[src/sv/pwmc_pkg.sv]
package pwmc_pkg;

  // timestamp, clock register, duty and capture port widths
  localparam int STAMP_W  = 24;
  localparam int CLK_W    = 27;
  localparam int DUTY_W   = 7;
  localparam int CAP_W    = 16;
  // high time times 100 fits in this many bits when high time < period
  localparam int NUM_W    = STAMP_W + DUTY_W;
  localparam int ITER_W   = 5;

  localparam logic [DUTY_W-1:0] PCT_FULL    = DUTY_W'(100);
  localparam logic [ITER_W-1:0] FREQ_ITERS  = ITER_W'(CLK_W);
  localparam logic [ITER_W-1:0] DUTY_ITERS  = ITER_W'(DUTY_W);
  localparam logic [CLK_W-1:0]  CLK_RST     = CLK_W'(8000000);

  // configuration register indexes
  localparam logic CFG_TIMER_CLOCK = 1'b0;
  localparam logic CFG_REARM       = 1'b1;

  // event kinds
  localparam logic OPC_TICK    = 1'b0;
  localparam logic OPC_CAPTURE = 1'b1;

  localparam logic EDGE_RISING  = 1'b0;
  localparam logic EDGE_FALLING = 1'b1;

  typedef enum logic [1:0] {
    PH_FIRST_RISE  = 2'd0,
    PH_FALL        = 2'd1,
    PH_SECOND_RISE = 2'd2,
    PH_FINISHED    = 2'd3
  } phase_t;

  typedef struct packed {
    logic              start;
    logic [ITER_W-1:0] iters;
  } div_req_t;

endpackage

[src/sv/pwmc_divider.sv]
module pwmc_divider (
  input  logic                            clk,
  input  logic                            rst_n,
  input  pwmc_pkg::div_req_t              req,
  input  logic [pwmc_pkg::STAMP_W-1:0]    den,
  input  logic [pwmc_pkg::STAMP_W-1:0]    rem_init,
  input  logic [pwmc_pkg::CLK_W-1:0]      dividend,
  output logic                            done,
  output logic [pwmc_pkg::CLK_W-1:0]      quotient
);

  localparam logic [pwmc_pkg::ITER_W-1:0] ITER_ONE = pwmc_pkg::ITER_W'(1);

  logic                            busy_r, busy_nxt;
  logic                            done_r, done_nxt;
  logic [pwmc_pkg::ITER_W-1:0]     cnt_r, cnt_nxt;
  logic [pwmc_pkg::STAMP_W-1:0]    den_r, den_nxt;
  logic [pwmc_pkg::STAMP_W-1:0]    rem_r, rem_nxt;
  logic [pwmc_pkg::CLK_W-1:0]      sh_r, sh_nxt;

  logic [pwmc_pkg::STAMP_W:0]      trial;
  logic [pwmc_pkg::STAMP_W:0]      diff;
  logic                            take;

  // one restoring step: remainder stays below the divisor
  assign trial = {rem_r, sh_r[pwmc_pkg::CLK_W-1]};
  assign diff  = trial - {1'b0, den_r};
  assign take  = (trial >= {1'b0, den_r});

  always_comb begin
    busy_nxt = busy_r;
    done_nxt = 1'b0;
    cnt_nxt  = cnt_r;
    den_nxt  = den_r;
    rem_nxt  = rem_r;
    sh_nxt   = sh_r;
    if (req.start) begin
      busy_nxt = 1'b1;
      cnt_nxt  = req.iters;
      den_nxt  = den;
      rem_nxt  = rem_init;
      sh_nxt   = dividend;
    end else if (busy_r) begin
      rem_nxt = take ? diff[pwmc_pkg::STAMP_W-1:0] : trial[pwmc_pkg::STAMP_W-1:0];
      sh_nxt  = {sh_r[pwmc_pkg::CLK_W-2:0], take};
      cnt_nxt = cnt_r - ITER_ONE;
      if (cnt_r == ITER_ONE) begin
        busy_nxt = 1'b0;
        done_nxt = 1'b1;
      end
    end
  end

  always_ff @(posedge clk) begin
    if (!rst_n) begin
      busy_r <= 1'b0;
      done_r <= 1'b0;
      cnt_r  <= '0;
    end else begin
      busy_r <= busy_nxt;
      done_r <= done_nxt;
      cnt_r  <= cnt_nxt;
    end
    den_r <= den_nxt;
    rem_r <= rem_nxt;
    sh_r  <= sh_nxt;
  end

  assign done     = done_r;
  assign quotient = sh_r;

endmodule

[src/sv/pwm_period_duty_capture.sv]
// channel  dir  handshake          payload
// in_      in   in_valid/in_ready  in_opcode, in_capture_value
// out_     out  out_valid/out_ready next_edge, done_res, period_ticks, frequency_hz,
//                                   duty_percent, status
// cfg_     in   cfg_valid/cfg_ready cfg_index, cfg_data
//
// a tick or a capture that does not close a measurement goes from idle straight to the output state
// a closing capture passes prep, frequency and duty states: one shared restoring divider runs 27 steps
// for frequency and 7 steps for duty, one quotient bit per cycle
// a zero period goes from prep straight to the output state, a saturated duty skips the duty steps
// in_ready is high only in idle; one finished result may wait in the output register
// synchronous active-low reset clears phase, overflow count and handshake state
module pwm_period_duty_capture #(
  parameter int CAPTURE_BITS  = 16,
  parameter int OVERFLOW_BITS = 8
) (
  input  logic                            clk,
  input  logic                            rst_n,
  input  logic                            in_valid,
  output logic                            in_ready,
  input  logic                            in_opcode,
  input  logic [pwmc_pkg::CAP_W-1:0]      in_capture_value,
  output logic                            out_valid,
  input  logic                            out_ready,
  output logic                            out_next_edge,
  output logic                            out_done_res,
  output logic [pwmc_pkg::STAMP_W-1:0]    out_period_ticks,
  output logic [pwmc_pkg::CLK_W-1:0]      out_frequency_hz,
  output logic [pwmc_pkg::DUTY_W-1:0]     out_duty_percent,
  output logic                            out_status,
  input  logic                            cfg_valid,
  output logic                            cfg_ready,
  input  logic                            cfg_index,
  input  logic [pwmc_pkg::CLK_W-1:0]      cfg_data
);

  localparam int VALID_BITS = (CAPTURE_BITS < pwmc_pkg::CAP_W) ? CAPTURE_BITS : pwmc_pkg::CAP_W;
  localparam logic [pwmc_pkg::CAP_W-1:0] CAP_MASK =
    pwmc_pkg::CAP_W'((33'(1) << VALID_BITS) - 33'(1));
  localparam logic [OVERFLOW_BITS-1:0] OVF_ONE = OVERFLOW_BITS'(1);

  typedef enum logic [5:0] {
    ST_IDLE     = 6'b000001,
    ST_PREP     = 6'b000010,
    ST_FREQ     = 6'b000100,
    ST_DUTY_SET = 6'b001000,
    ST_DUTY     = 6'b010000,
    ST_OUT      = 6'b100000
  } state_t;

  state_t                         state_r, state_nxt;
  pwmc_pkg::phase_t               phase_r, phase_nxt;
  logic [OVERFLOW_BITS-1:0]       ovf_r, ovf_nxt;
  logic [pwmc_pkg::STAMP_W-1:0]   first_r, first_nxt;
  logic [pwmc_pkg::STAMP_W-1:0]   fall_r, fall_nxt;
  logic [pwmc_pkg::STAMP_W-1:0]   stamp_r, stamp_nxt;
  logic [pwmc_pkg::STAMP_W-1:0]   period_r, period_nxt;
  logic [pwmc_pkg::STAMP_W-1:0]   high_r, high_nxt;
  logic [pwmc_pkg::CLK_W-1:0]     freq_r, freq_nxt;
  logic [pwmc_pkg::DUTY_W-1:0]    duty_r, duty_nxt;
  logic                           status_r, status_nxt;
  logic                           calc_r, calc_nxt;
  logic                           nedge_r, nedge_nxt;
  logic [pwmc_pkg::CLK_W-1:0]     clk_hz_r;
  logic                           rearm_r;

  logic                           out_valid_r, out_valid_nxt;
  logic                           out_nedge_r;
  logic                           out_done_r;
  logic [pwmc_pkg::STAMP_W-1:0]   out_period_r;
  logic [pwmc_pkg::CLK_W-1:0]     out_freq_r;
  logic [pwmc_pkg::DUTY_W-1:0]    out_duty_r;
  logic                           out_status_r;
  logic                           out_load;

  logic                           in_fire;
  logic [63:0]                    ovf_wide;
  logic [pwmc_pkg::STAMP_W-1:0]   stamp;
  logic [pwmc_pkg::STAMP_W-1:0]   period_diff;
  logic [pwmc_pkg::STAMP_W-1:0]   high_diff;
  logic [pwmc_pkg::NUM_W-1:0]     high_x100;
  pwmc_pkg::phase_t               phase_eff;

  pwmc_pkg::div_req_t             div_req;
  logic [pwmc_pkg::STAMP_W-1:0]   div_den;
  logic [pwmc_pkg::STAMP_W-1:0]   div_rem_init;
  logic [pwmc_pkg::CLK_W-1:0]     div_dividend;
  logic                           div_done;
  logic [pwmc_pkg::CLK_W-1:0]     div_quo;

  assign in_ready  = (state_r == ST_IDLE);
  assign in_fire   = in_valid && in_ready;
  assign cfg_ready = 1'b1;

  // timestamp: capture bits plus overflow count above them, modulo 2^24
  assign ovf_wide = 64'(ovf_r) << CAPTURE_BITS;
  assign stamp    = pwmc_pkg::STAMP_W'(in_capture_value & CAP_MASK)
                  + ovf_wide[pwmc_pkg::STAMP_W-1:0];

  assign period_diff = stamp_r - first_r;
  assign high_diff   = fall_r - first_r;
  // 100 = 64 + 32 + 4
  assign high_x100   = (pwmc_pkg::NUM_W'(high_r) << 6) + (pwmc_pkg::NUM_W'(high_r) << 5)
                     + (pwmc_pkg::NUM_W'(high_r) << 2);

  assign phase_eff = (phase_r == pwmc_pkg::PH_FINISHED && rearm_r) ? pwmc_pkg::PH_FIRST_RISE
                                                                   : phase_r;

  assign out_load = (state_r == ST_OUT) && (!out_valid_r || out_ready);

  always_comb begin
    state_nxt    = state_r;
    phase_nxt    = phase_r;
    ovf_nxt      = ovf_r;
    first_nxt    = first_r;
    fall_nxt     = fall_r;
    stamp_nxt    = stamp_r;
    period_nxt   = period_r;
    high_nxt     = high_r;
    freq_nxt     = freq_r;
    duty_nxt     = duty_r;
    status_nxt   = status_r;
    calc_nxt     = calc_r;
    nedge_nxt    = nedge_r;
    div_req      = '0;
    div_den      = period_r;
    div_rem_init = '0;
    div_dividend = clk_hz_r;
    case (state_r)
      ST_IDLE: begin
        if (in_fire) begin
          calc_nxt   = 1'b0;
          period_nxt = '0;
          freq_nxt   = '0;
          duty_nxt   = '0;
          status_nxt = 1'b0;
          if (in_opcode == pwmc_pkg::OPC_TICK) begin
            ovf_nxt = ovf_r + OVF_ONE;
          end else begin
            phase_nxt = phase_eff;
            case (phase_eff)
              pwmc_pkg::PH_FIRST_RISE: begin
                first_nxt = stamp;
                phase_nxt = pwmc_pkg::PH_FALL;
              end
              pwmc_pkg::PH_FALL: begin
                fall_nxt  = stamp;
                phase_nxt = pwmc_pkg::PH_SECOND_RISE;
              end
              pwmc_pkg::PH_SECOND_RISE: begin
                stamp_nxt = stamp;
                calc_nxt  = 1'b1;
                phase_nxt = rearm_r ? pwmc_pkg::PH_FIRST_RISE : pwmc_pkg::PH_FINISHED;
              end
              default: begin
              end
            endcase
          end
          nedge_nxt = (phase_nxt == pwmc_pkg::PH_FALL) ? pwmc_pkg::EDGE_FALLING
                                                       : pwmc_pkg::EDGE_RISING;
          state_nxt = calc_nxt ? ST_PREP : ST_OUT;
        end
      end
      ST_PREP: begin
        period_nxt = period_diff;
        high_nxt   = high_diff;
        if (period_diff == '0) begin
          status_nxt = 1'b1;
          state_nxt  = ST_OUT;
        end else begin
          div_req.start = 1'b1;
          div_req.iters = pwmc_pkg::FREQ_ITERS;
          div_den       = period_diff;
          state_nxt     = ST_FREQ;
        end
      end
      ST_FREQ: begin
        if (div_done) begin
          freq_nxt  = div_quo;
          state_nxt = ST_DUTY_SET;
        end
      end
      ST_DUTY_SET: begin
        if (high_r >= period_r) begin
          duty_nxt  = pwmc_pkg::PCT_FULL;
          state_nxt = ST_OUT;
        end else begin
          // quotient is below 128, so the top bits start as the remainder
          div_req.start = 1'b1;
          div_req.iters = pwmc_pkg::DUTY_ITERS;
          div_rem_init  = high_x100[pwmc_pkg::NUM_W-1:pwmc_pkg::DUTY_W];
          div_dividend  = {high_x100[pwmc_pkg::DUTY_W-1:0],
                           (pwmc_pkg::CLK_W-pwmc_pkg::DUTY_W)'(0)};
          state_nxt     = ST_DUTY;
        end
      end
      ST_DUTY: begin
        if (div_done) begin
          duty_nxt  = div_quo[pwmc_pkg::DUTY_W-1:0];
          state_nxt = ST_OUT;
        end
      end
      ST_OUT: begin
        if (out_load) begin
          state_nxt = ST_IDLE;
        end
      end
      default: begin
        state_nxt = ST_IDLE;
      end
    endcase
  end

  always_comb begin
    out_valid_nxt = out_valid_r;
    if (out_load) begin
      out_valid_nxt = 1'b1;
    end else if (out_ready) begin
      out_valid_nxt = 1'b0;
    end
  end

  pwmc_divider u_divider (
    .clk      (clk),
    .rst_n    (rst_n),
    .req      (div_req),
    .den      (div_den),
    .rem_init (div_rem_init),
    .dividend (div_dividend),
    .done     (div_done),
    .quotient (div_quo)
  );

  always_ff @(posedge clk) begin
    if (!rst_n) begin
      state_r     <= ST_IDLE;
      phase_r     <= pwmc_pkg::PH_FIRST_RISE;
      ovf_r       <= '0;
      first_r     <= '0;
      fall_r      <= '0;
      out_valid_r <= 1'b0;
      clk_hz_r    <= pwmc_pkg::CLK_RST;
      rearm_r     <= 1'b0;
    end else begin
      state_r     <= state_nxt;
      phase_r     <= phase_nxt;
      ovf_r       <= ovf_nxt;
      first_r     <= first_nxt;
      fall_r      <= fall_nxt;
      out_valid_r <= out_valid_nxt;
      if (cfg_valid && cfg_ready) begin
        case (cfg_index)
          pwmc_pkg::CFG_TIMER_CLOCK: clk_hz_r <= cfg_data;
          pwmc_pkg::CFG_REARM:       rearm_r  <= cfg_data[0];
          default: begin
          end
        endcase
      end
    end
    stamp_r  <= stamp_nxt;
    period_r <= period_nxt;
    high_r   <= high_nxt;
    freq_r   <= freq_nxt;
    duty_r   <= duty_nxt;
    status_r <= status_nxt;
    calc_r   <= calc_nxt;
    nedge_r  <= nedge_nxt;
    if (out_load) begin
      out_nedge_r  <= nedge_r;
      out_done_r   <= calc_r;
      out_period_r <= period_r;
      out_freq_r   <= freq_r;
      out_duty_r   <= duty_r;
      out_status_r <= status_r;
    end
  end

  assign out_valid        = out_valid_r;
  assign out_next_edge    = out_nedge_r;
  assign out_done_res     = out_done_r;
  assign out_period_ticks = out_period_r;
  assign out_frequency_hz = out_freq_r;
  assign out_duty_percent = out_duty_r;
  assign out_status       = out_status_r;

`ifndef SYNTHESIS
  a_div_done_in_div_state: assert property (@(posedge clk) disable iff (!rst_n)
    div_done |-> (state_r == ST_FREQ || state_r == ST_DUTY))
    else $error("divider finished outside a divide state");

  a_no_result_fields_zero: assert property (@(posedge clk) disable iff (!rst_n)
    (out_valid && !out_done_res) |-> (out_period_ticks == '0 && out_frequency_hz == '0
      && out_duty_percent == '0 && !out_status))
    else $error("result fields set without a finished measurement");

  a_duty_range: assert property (@(posedge clk) disable iff (!rst_n)
    out_valid |-> (out_duty_percent <= pwmc_pkg::PCT_FULL))
    else $error("duty above full scale");

  a_zero_period_status: assert property (@(posedge clk) disable iff (!rst_n)
    (out_valid && out_status) |-> (out_done_res && out_period_ticks == '0
      && out_frequency_hz == '0 && out_duty_percent == '0))
    else $error("zero period result not forced to zero");
`endif

endmodule
[config.mk]
export PLATFORM = sky130hd
export DESIGN_NAME = pwm_period_duty_capture
export DESIGN_NICKNAME = d
export VERILOG_FILES = /design/src/sv/pwmc_pkg.sv /design/src/sv/pwmc_divider.sv /design/src/sv/pwm_period_duty_capture.sv
export SDC_FILE = /design/constraint.sdc
export NUM_CORES = 1
export LEC_CHECK = 0
export ABC_CLOCK_PERIOD_IN_PS = 13900
export BUFFER_PORTS_ARGS = -buffer_cell sky130_fd_sc_hd__buf_2
export CORE_AREA = 2 2 200 202
export DETAILED_ROUTE_END_ITERATION = 8
export DIE_AREA = 0 0 202 204
export PLACE_DENSITY = 0.72
export SYNTH_ARGS = -nofsm -noshare
export SYNTH_HDL_FRONTEND = slang
export SYNTH_HIERARCHICAL = 1
export SYNTH_SLANG_ARGS = --single-unit
[constraint.sdc]
create_clock -name clk -period 13.9 [get_ports clk]
set_input_delay 0.695 -clock clk [delete_from_list [all_inputs] [get_ports clk]]
set_output_delay 0.695 -clock clk [all_outputs]
set_load 0.03 [all_outputs]
==> results by group, run 1 <==
Status
  • Status: finished, final reports clean

Die
  • Die Wd: between 200 and 250 um
  • Die ar.: 0.04121 mm2
  • Core box area: about 0.039 mm2
  • Die H: between 200 and 250 um
  • IO Pins: roughly 110
  • Initial Util: approximately half
  • Core Rows: 73

Global route
  • Gr usage total: 21.30%
  • GRT overflow: 0
  • Antenna violations before repair: 0
  • Pin count of the biggest net entering global routing: 100
  • Vias in the first global route: approximately 14,000
  • First-pass GRT wire length: roughly 71,000 um

Critical path
  • Peak per-stage delay on the critical path: slightly below 0.7 ns
  • Crit. Startpoint: first_r[1]$_SDFFE_PN0P_
  • WP data arrival: between 5 and 6 ns
  • Crit Path Category: register to register
  • Worst-path cell chain: inv_1 > ha_1 > nor2b_1 > o31a_1 > o32ai_4 > o21ai_2 > o31ai_1 > o21a_1 > o211ai_1 > nand4b_4 > o21ai_4 > nand2_4 > buf_4 > inv_2 > nand2_1 > a2111o_1 > o211ai_1
  • Reg2reg start: first_r[1]$_SDFFE_PN0P_
  • Slowest cell on crit path: o21ai_4
  • Critical Path RT: 14.29 ns
  • Critical path's most frequent cell: o211ai_1
  • Cell class contributing the biggest share of worst-path delay: compound AO/OA/AOI/OAI gates
  • CP Buf/Inv Count: 3
  • CP startpoint kind: register
  • Crit end category: register
  • R2R setup slack: just over 8 ns
  • Worst Path Max Fanout: 73

Synth
  • Synth area leader: edfxtp_1
  • Top post-synthesis cells by area: edfxtp_1 (38%), dfxtp_1 (10%), ha_1 (8.1%), nand2_1 (4.9%), a21boi_0 (2.9%)
  • Synthesis-stage register bit count: roughly 350
  • Synth top area share: 38.03%
  • Synth Flop Type: edfxtp_1
  • Asr flop ratio synth: 0%
  • Synthesized area per cell: a little over 10 um2
  • Synth cell count leaders: nand2_1 (251), edfxtp_1 (245), ha_1 (126)
  • Post-Syn Instances: ~1,900
  • Post-synth EDFFs: ~250
  • Most frequent cell after synthesis: nand2_1
  • Syn nets: between 2,000 and 2,500
  • Distinct cells, synth: between 90 and 100
  • Post-synthesis sequential area ratio: between 40% and 50%
  • Cell area after synthesis: ~0.019 mm2
  • Yosys warnings: 6

Power and ir drop
  • VDD IR max: around 0.00011 V
  • Pwr Density: 130.2 mW/mm2
  • Pleak: 8.499 nW
  • Sequential Power Share: about 46%
  • Switching part of the total: around 29%
  • Switch Pwr: 0.7993 mW
  • Clock Power Share: about a third
  • Internal power: 2.005 mW
  • Combinational share of power: 19.7%
  • Power after layout: 2.804 mW

Timing
  • Fin crit share: between 40% and 50%
  • Final Hold Vio Count: 0
  • Slew margin rel.: about 20%
  • Worst-margin pin slew: approximately 1.2 ns
  • Max Slew Vio Count: 0
  • RSZ-0062 raised after global routing: false
  • Post-route minimum period: approximately 5.6 ns
  • Total negative slack: 0 ns
  • Final Setup Violations: 0
  • Layout Skew: between 0.02 and 0.025 ns
  • Max Clock Freq: 178.5 MHz

Route
  • Vias per cell: around 5.5
  • Routed Antenna Nets: 0
  • Via count: about 14,000
  • Initial DRT Pass Iterations: 5
  • Wirelength per Cell: roughly 17 um
  • Starting DRT DRC Count: 1,002
  • Post-Route WL: around 43,000 um
  • Remaining DRCs: 0

Clock tree
  • Post CTS Setup Buffer Count: 0
  • Clock sinks: 345
  • Clock tree root driver cell: clkbuf_16
  • CTS tree: yes
  • Clock transition at path regs: 0.06 ns
  • Hold Buf Count CTS: 0
  • H-tree depth: 2
  • CTS resizes: 0
  • Inserted Clock Buffers: 36
  • Skew-Pair Late Insertion Delay: approximately 0.55 ns
  • Clock Tree Buf Depth: 3

Placed design
  • Port-buffer cells: approximately 110
  • HPWL after DPL: around 32,000 um
  • GPL Wtd Cong: 0.8845

Final layout
  • Layout cells sized above 1: approximately 13%
  • Area Overhead vs Synth: 11.34%
  • N_diodes: 0
  • Final nets: between 2,000 and 2,500
  • # fillers: roughly 3,400

Min path
  • Hold_sp: cfg_data[12]
  • Hold Crit Class: primary input to register

Job
  • # Max-Cap Violations: 0
## worst reg2reg max path, cell delays in order (launching register included)
cell      delay (ns)
dfxtp_1         0.43
inv_1           0.10
ha_1            0.29
nor2b_1         0.14
o31a_1          0.30
o32ai_4         0.40
o21ai_2         0.18
o31ai_1         0.51
o21a_1          0.20
o211ai_1        0.08
nand4b_4        0.22
o21ai_4         0.69
nand2_4         0.27
buf_4           0.43
inv_2           0.63
nand2_1         0.11
a2111o_1        0.40
o211ai_1        0.08
## flip-flops by register name (all words and copies together) (netlist names), 7 cells and up
name / count
clk_hz_r: 27
duty_r: 7
fall_r: 24
first_r: 24
freq_r: 27
high_r: 24
out_duty_percent: 7
out_frequency_hz: 27
out_period_ticks: 24
ovf_r: 8
period_r: 24
stamp_r: 24
u_divider/den_r: 24
u_divider/quotient: 27
u_divider/rem_r: 24
## cell usage in the layout, fill, tap and decap left out, types with 69 or more instances in the layout
cell type  count
ha_1         126
nand2_1      250
nor2_1       120
and2_1        76
buf_2        112
inv_1        115
edfxtp_1     245
dfxtp_1      100
a21oi_1       89
a21boi_0      76
a21o_1        69
## area by class of cell
cell class / instances / area (um2) / area share [%]
well taps: 525 / 656.9 / 3.050
clock buffers: 48 / 967.2 / 4.491
flip-flops and latches: 345 / 9359 / 43.45
multi-input cells: 1332 / 9278 / 43.08
repair buffers: 124 / 650.6 / 3.021
inverters: 117 / 439.2 / 2.039
clock inverters: 17 / 187.7 / 0.8714
## final timing paths
check | endpoint | cells past startpoint
min reg2reg | out_next_edge$_DFFE_PP_ | 0
max reg2reg | u_divider/rem_r[23]$_DFFE_PP_ | 17
max | u_divider/rem_r[23]$_DFFE_PP_ | 17
min | clk_hz_r[12]$_SDFFE_PN1P_ | 3
## per-stage QoR
step | utilization [%] | cell area (um2) | setup WS (ns) | instances | hold WS [ns]
floorplan | - | 19340 | 8.603 | 1865 | 0.4003
global placement | 52.02 | 20380 | 8.489 | 2443 | 0.4022
detailed placement | 52.02 | 20380 | 8.351 | 2443 | 0.4045
CTS | 54.97 | 21540 | 8.332 | 2508 | 0.3254
global route | 54.97 | 21540 | 7.833 | 2508 | 0.3421
finish | 54.97 | 21540 | 8.296 | 2508 | 0.3516
## per-layer routing
metal / vias up / part of all wire, % / GRT usage, %
li1: 6863 / - / -
met1: 6653 / 46 / 28.75
met2: 313 / 47 / 35.41
met3: 72 / 3.9 / 2.455
met4: 0 / 3.0 / 8.088
met5: - / 0 / 0
## power groups by stage
| stage | sequential [mW] | combinational (mW) | clock (mW) |
|---|---|---|---|
| after global placement | 1.32 | 0.534 | 0 |
| after detailed placement | 1.32 | 0.545 | 0 |
| after floorplan | 1.33 | 0.370 | 0 |
| after CTS | 1.30 | 0.550 | 0.971 |
| final | 1.30 | 0.553 | 0.950 |
| after global routing | 1.31 | 0.611 | 1.00 |
## logic make-up (layout without fill, tap and decap cells)
group,Yosys count,in the layout,share of synthesized area [%]
fa+ha+maj,150,150,10.63
compound gates,434,434,15.66
xor+xnor,75,75,3.396
flops,345,345,48.38
other cells,1,1,0.01939
buf+inv,188,306,3.829
simple gates,634,634,15.91
mux,38,38,2.173
Power figures use the tool's default switching activity.
==> inputs of run 2 (changes only) <==
ABC_CLOCK_PERIOD_IN_PS = 4850   (was 13900)
PLACE_DENSITY = 0.75   (was 0.72)
clock period = 4.85 ns   (was 13.9 ns; I/O delays follow)
==> run 2 against run 1 <==
Setup slack got worse by 8.0 ns; via count up 2.3%; utilization grew 1.0 points; combinational power rose to 2.9 times the previous value; clock power increased to 2.8 times the previous value; register-to-register slack lost 8.0 ns; largest cell class unchanged; sequential share of layout area is 0.80 points lower; power rose to 2.8 times the previous value; non-clock buffer count is 44 higher; count of clock-buffer cells in the layout rose by 4.
==> results by group, run 2 (synthesis gave the netlist of run 1 again) <==
Timing
  • Post-route minimum period: 4.537 ns (was 5.604 ns)
  • Max Clock Freq: 220.4 MHz (was 178.5 MHz)
  • RSZ-0062 raised after global routing: false (unchanged)
  • Slew margin rel.: 26.16% (was 19.74%)
  • Final Setup Violations: 0 (unchanged)
  • Final Hold Vio Count: 0 (unchanged)
  • PnR worst setup slack: 0.3126 ns (was 8.296 ns)
  • Total negative slack: 0 ns (unchanged)
  • Worst-margin pin slew: 1.108 ns (was 1.201 ns)
  • Layout Skew: 0.02570 ns (was 0.02180 ns)
  • Fin crit share: 93.55% (was 40.31%)
  • Max Slew Vio Count: 0 (unchanged)

Clock tree
  • Inserted Clock Buffers: 36 (unchanged)
  • H-tree depth: 2 (unchanged)
  • Clock tree root driver cell: clkbuf_16 (unchanged)
  • Clock transition at path regs: 0.06 ns (about the same)
  • Skew-Pair Late Insertion Delay: 0.55 ns (about the same)
  • Clock Tree Buf Depth: 3 (unchanged)
  • Clock sinks: 345 (unchanged)
  • Post CTS Setup Buffer Count: 0 (unchanged)
  • CTS tree: yes (unchanged)

Placed design
  • Placed cell count: 2,448 (was 2,443)
  • Port-buffer cells: 112 (unchanged)
  • Post-DP Area: 0.02042 mm2 (was 0.02038 mm2)
  • GPL Wtd Cong: 0.8740 (was 0.8845)
  • Setup WS pre-CTS: 0.3959 ns (was 8.351 ns)
  • HPWL after DPL: 32,540 um (was 31,750 um)

Final layout
  • Design area: 0.02194 mm2 (was 0.02154 mm2)
  • Layout cells sized above 1: 12.63% (was 12.71%)
  • Most common cell after layout, fill and taps aside: nand2_1 (unchanged)
  • Final nets: 2,200 (was 2,156)
  • Commonest non-fill, non-tap cells in the layout: nand2_1 (250), edfxtp_1 (245), ha_1 (126) (unchanged)
  • # fillers: 3,302 (was 3,396)
  • Layout Cells excl Fill: 2,553 (was 2,508)
  • Area Overhead vs Synth: 13.43% (was 11.34%)

Power and ir drop
  • Power after layout: 7.992 mW (was 2.804 mW)
  • VDD IR max: 0.0002625 V (was 0.0001103 V)
  • Pleak: 8.683 nW (was 8.499 nW)
  • Pwr Density: 364.2 mW/mm2 (was 130.2 mW/mm2)

Route
  • Via count: 14,220 (was 13,900)
  • Wirelength per Cell: 17.42 um (was 17.30 um)
  • Starting DRT DRC Count: 1,057 (was 1,002)
  • Routed Antenna Nets: 0 (unchanged)
  • Initial DRT Pass Iterations: 5 (unchanged)
  • Vias per cell: 5.568 (was 5.543)
  • Remaining DRCs: 0 (unchanged)
  • Post-Route WL: 44,480 um (was 43,380 um)

Critical path
  • Peak per-stage delay on the critical path: 0.68 ns (was 0.69 ns)
  • CP startpoint kind: register (unchanged)
  • Crit end category: register (unchanged)
  • Crit Path Category: register to register (unchanged)
  • Worst Path Max Fanout: 51 (was 73)
  • Critical Path RT: 5.00 ns (was 14.29 ns)
  • WP data arrival: 4.69 ns (was 5.99 ns)
  • Slowest cell on crit path: or2_4 (was o21ai_4)
  • Worst-path cell chain: inv_1 > ha_1 > nor2b_1 > o31a_1 > o32ai_4 > o211ai_2 > a2111oi_0 > a211oi_2 > o211ai_1 > nand4b_4 > o21ai_4 > nand2_4 > buf_4 > or2_4 (was inv_1 > ha_1 > nor2b_1 > o31a_1 > o32ai_4 > o21ai_2 > o31ai_1 > o21a_1 > o211ai_1 > nand4b_4 > o21ai_4 > nand2_4 > buf_4 > inv_2 > nand2_1 > a2111o_1 > o211ai_1)

Die
  • Die Wd: 202 um (unchanged)
  • Die H: 204 um (unchanged)
  • IO Pins: 114 (unchanged)
  • Core Rows: 73 (unchanged)
  • Die ar.: 0.04121 mm2 (unchanged)
  • Core box area: 0.03918 mm2 (unchanged)
  • Initial Util: 49.37% (unchanged)

Global route
  • GRT overflow: 0 (unchanged)
  • Vias in the first global route: 13,820 (was 13,630)
  • Gr usage total: 21.36% (was 21.30%)
  • Pin count of the biggest net entering global routing: 82 (was 100)
  • Antenna violations before repair: 2 (was 0)
  • First-pass GRT wire length: 71,500 um (was 70,750 um)

Status
  • Status: finished, final reports clean (unchanged)

Job
  • # Max-Cap Violations: 0 (unchanged)

Min path
  • Hold Crit Class: primary input to register (unchanged)
-- run 2: timing repair --
item	CTS	global route
endpoints found under the hold margin	70	1
hold buffers	38	1
gates resized for setup	0	0
-- run 2: metrics by stage --
| step | hold slack (ns) | util (%) |
|---|---|---|
| finish | 0.01846 | 56.00 |
| global route | 0.03516 | 56.00 |
| CTS | 0.001417 | 55.97 |
| detailed placement | 0.4045 | 52.12 |
| global placement | 0.4010 | 52.12 |
| floorplan | 0.3414 | - |
-- run 2: cell type report --
cell class / count / area (um2) / share of cell area (%)
clock inverters: 13 / 95.09 / 0.4334
clock buffers: 52 / 1033 / 4.710
flip-flops and latches: 345 / 9359 / 42.65
multi-input cells: 1332 / 9278 / 42.28
inverters: 117 / 439.2 / 2.001
well taps: 525 / 656.9 / 2.994
diodes: 1 / 2.502 / 0.01140
repair buffers: 168 / 1079 / 4.915
-- run 2: final timing paths --
| path | startpoint | to | slack (ns) | cells past startpoint |
|---|---|---|---|---|
| max | first_r[1]$_SDFFE_PN0P_ | u_divider/rem_r[0]$_DFFE_PP_ | 0.31 | 14 |
| min reg2reg | freq_r[19]$_SDFFCE_PN0P_ | out_frequency_hz[19]$_DFFE_PP_ | 0.41 | 0 |
| max reg2reg | first_r[1]$_SDFFE_PN0P_ | u_divider/rem_r[0]$_DFFE_PP_ | 0.31 | 14 |
| min | cfg_index | rearm_r$_SDFFE_PN0P_ | 0.02 | 3 |
-- run 2: worst max-delay path, delay by kind of cell, from the launching register on --
kind | cells | cell delay (ns)
AOI/OAI and AO/OA | 7 | 1.77
and+or+nand+nor | 4 | 1.21
DFF | 1 | 0.43
buffers and inverters | 2 | 0.42
adders and majority gates | 1 | 0.30
-- run 2: routing by layer --
metal / vias to the layer above / wire [um] / GRT usage, %
li1: 6932 / - / -
met1: 6794 / 19920 / 28.59
met2: 402 / 21140 / 36.01
met3: 87 / 1851 / 2.328
met4: 0 / 1569 / 7.826
met5: - / 0 / 0
-- run 2: power by group --
group	switching [mW]	internal, mW
combinational	1.02	0.604
clock	1.14	1.50
sequential	0.146	3.59
==> inputs of run 3 (changes only) <==
BUFFER_PORTS_ARGS = -buffer_cell sky130_fd_sc_hd__buf_4   (was -buffer_cell sky130_fd_sc_hd__buf_2)
CELL_PAD_IN_SITES_DETAIL_PLACEMENT = 0   (was not set)
CELL_PAD_IN_SITES_GLOBAL_PLACEMENT = 1   (was not set)
CORE_AREA = 2 2 213 215   (was 2 2 200 202)
DIE_AREA = 0 0 215 217   (was 0 0 202 204)
PLACE_DENSITY = 0.81   (was 0.75)
==> run 3 against run 2 <==
Setup slack better by 0.28 ns; first-iteration DRC count down 16%; sequential cell count unchanged; power up 5.0%; highest routed layer is now met5; clock power up 13%; count of clock-buffer cells in the layout down 7; combinational power up 3%.
==> results by group, run 3 (synthesis gave the netlist of run 1 again) <==
Route
  • Via count: 13,950 (was 14,220)
  • Vias per cell: 5.286 (was 5.568)
  • Starting DRT DRC Count: 891 (was 1,057)
  • Wirelength per Cell: 17.26 um (was 17.42 um)
  • Initial DRT Pass Iterations: 5 (unchanged)
  • Remaining DRCs: 0 (unchanged)
  • Post-Route WL: 45,550 um (was 44,480 um)
  • Routed Antenna Nets: 0 (unchanged)

Status
  • Status: finished, final reports clean (unchanged)

Min path
  • Hold Crit Class: primary input to register (unchanged)

Placed design
  • Port-buffer cells: 112 (unchanged)
  • GPL Wtd Cong: 0.8599 (was 0.8740)
  • Placed cell count: 2,523 (was 2,448)
  • Post-DP Area: 0.02080 mm2 (was 0.02042 mm2)
  • HPWL after DPL: 33,360 um (was 32,540 um)
  • Setup WS pre-CTS: 0.6464 ns (was 0.3959 ns)

Power and ir drop
  • Clock Power Share: 35.5% (was 33.0%)
  • VDD IR max: 0.0003459 V (was 0.0002625 V)
  • Switching part of the total: 28.48% (was 28.82%)
  • Internal power: 5.999 mW (was 5.689 mW)
  • Sequential Power Share: 44.6% (was 46.7%)
  • Pwr Density: 372.0 mW/mm2 (was 364.2 mW/mm2)
  • Pleak: 8.889 nW (was 8.683 nW)
  • Combinational share of power: 19.9% (was 20.3%)
  • Switch Pwr: 2.389 mW (was 2.304 mW)
  • Power after layout: 8.388 mW (was 7.992 mW)

Global route
  • GRT overflow: 0 (unchanged)
  • Vias in the first global route: 13,590 (was 13,820)
  • Gr usage total: 19.40% (was 21.36%)
  • First-pass GRT wire length: 72,570 um (was 71,500 um)
  • Pin count of the biggest net entering global routing: 100 (was 82)
  • Antenna violations before repair: 1 (was 2)

Final layout
  • Most common cell after layout, fill and taps aside: nand2_1 (unchanged)
  • Design area: 0.02255 mm2 (was 0.02194 mm2)
  • Commonest non-fill, non-tap cells in the layout: nand2_1 (250), edfxtp_1 (245), buf_4 (129) (was nand2_1 (250), edfxtp_1 (245), ha_1 (126))
  • N_diodes: 0 (was 1)
  • # fillers: 4,049 (was 3,302)
  • Layout Cells excl Fill: 2,639 (was 2,553)
  • Final nets: 2,209 (was 2,200)
  • Layout cells sized above 1: 12.90% (was 12.63%)
  • Area Overhead vs Synth: 16.58% (was 13.43%)
  • Utilization after layout: 50.45% (was 56.00%)

Die
  • IO Pins: 114 (unchanged)
  • Die ar.: 0.04666 mm2 (was 0.04121 mm2)
  • Core box area: 0.04470 mm2 (was 0.03918 mm2)
  • Die Wd: 215 um (was 202 um)
  • Die H: 217 um (was 204 um)
  • Initial Util: 43.28% (was 49.37%)
  • Core Rows: 78 (was 73)

Timing
  • PnR worst setup slack: 0.5902 ns (was 0.3126 ns)
  • Worst-margin pin slew: 1.159 ns (was 1.108 ns)
  • Fin crit share: 87.83% (was 93.55%)
  • Layout Skew: 0.02163 ns (was 0.02570 ns)
  • Worst hold slack: 0.04955 ns (was 0.01846 ns)
  • Final Setup Violations: 0 (unchanged)
  • Total negative slack: 0 ns (unchanged)
  • Max Slew Vio Count: 0 (unchanged)
  • Max Clock Freq: 234.8 MHz (was 220.4 MHz)
  • Slew margin rel.: 22.52% (was 26.16%)
  • Post-route minimum period: 4.260 ns (was 4.537 ns)
  • Final Hold Vio Count: 0 (unchanged)
  • RSZ-0062 raised after global routing: false (unchanged)

Critical path
  • Slowest cell on crit path: o31ai_1 (was or2_4)
  • Worst Path Max Fanout: 24 (was 51)
  • Worst-path cell chain: ha_1 > fa_1 > nand2b_1 > a21oi_1 > nor3_1 > o31ai_1 > a31oi_1 > xnor2_1 > a311oi_2 > nand4b_4 > o21ai_4 > nand2_4 > inv_2 > nand2_1 > a2111o_1 > o211ai_1 (was inv_1 > ha_1 > nor2b_1 > o31a_1 > o32ai_4 > o211ai_2 > a2111oi_0 > a211oi_2 > o211ai_1 > nand4b_4 > o21ai_4 > nand2_4 > buf_4 > or2_4)
  • WP data arrival: 4.67 ns (was 4.69 ns)
  • Crit Path Category: register to register (unchanged)
  • Critical Path RT: 5.26 ns (was 5.00 ns)
  • Peak per-stage delay on the critical path: 0.47 ns (was 0.68 ns)
  • Crit end category: register (unchanged)
  • CP startpoint kind: register (unchanged)

Clock tree
  • Clock tree root driver cell: clkbuf_16 (unchanged)
  • Skew-Pair Late Insertion Delay: 0.57 ns (was 0.55 ns)
  • Clock Tree Buf Depth: 3 (unchanged)
  • H-tree depth: 2 (unchanged)
  • Inserted Clock Buffers: 38 (was 36)
  • CTS tree: yes (unchanged)
  • Post CTS Setup Buffer Count: 0 (unchanged)
  • Clock sinks: 345 (unchanged)
  • Clock transition at path regs: 0.06 ns (about the same)

Job
  • # Max-Cap Violations: 0 (unchanged)
## run 3: cell type report
type	count	area, um2	area share [%]
sequential	345	9359	41.50
multi-input combinational	1332	9280	41.15
timing repair buffer	175	1429	6.336
clock buffer	45	1007	4.466
tap	600	750.7	3.329
inverter	117	439.2	1.947
clock inverter	25	286.5	1.271
## run 3: critical path, delay by kind of cell (launching register included)
family | cells | cell delay (ns)
and+or+nand+nor | 5 | 0.71
xor gates and xnor gates | 1 | 0.19
DFF | 1 | 0.33
AOI/OAI and AO/OA | 7 | 1.90
buffers and inverters | 1 | 0.31
adders and majority gates | 2 | 0.66
## run 3: worst paths after layout
| path | startpoint | endpoint | slack [ns] | cells after the start |
|---|---|---|---|---|
| min | in_opcode | nedge_r$_DFFE_PP_ | 0.05 | 2 |
| max | first_r[0]$_SDFFE_PN0P_ | u_divider/rem_r[23]$_DFFE_PP_ | 0.59 | 16 |
| max reg2reg | first_r[0]$_SDFFE_PN0P_ | u_divider/rem_r[23]$_DFFE_PP_ | 0.59 | 16 |
| min reg2reg | freq_r[20]$_SDFFCE_PN0P_ | out_frequency_hz[20]$_DFFE_PP_ | 0.42 | 0 |
## run 3: power by group through the flow
stage                     Sequential (mW)  Clock, mW  Combinational, mW
after floorplan                      3.80          0               1.06
after global routing                 3.76       3.17               1.84
after global placement               3.79          0               1.60
after detailed placement             3.80          0               1.63
final                                3.74       2.98               1.67
after CTS                            3.74       3.04               1.67
## run 3: timing repair
item	in CTS	in global routing
endpoints found under the hold margin	76	0
gates resized for setup	0	0
hold buffers	46	0
## run 3: metal layers
metal,GRT usage (%),part of all wire (%),vias to the layer above
met3,2.753,3.7,69
met1,26.12,46,6639
li1,-,-,6953
met5,0,0.042,-
met4,6.276,2.7,2
met2,32.41,47,287
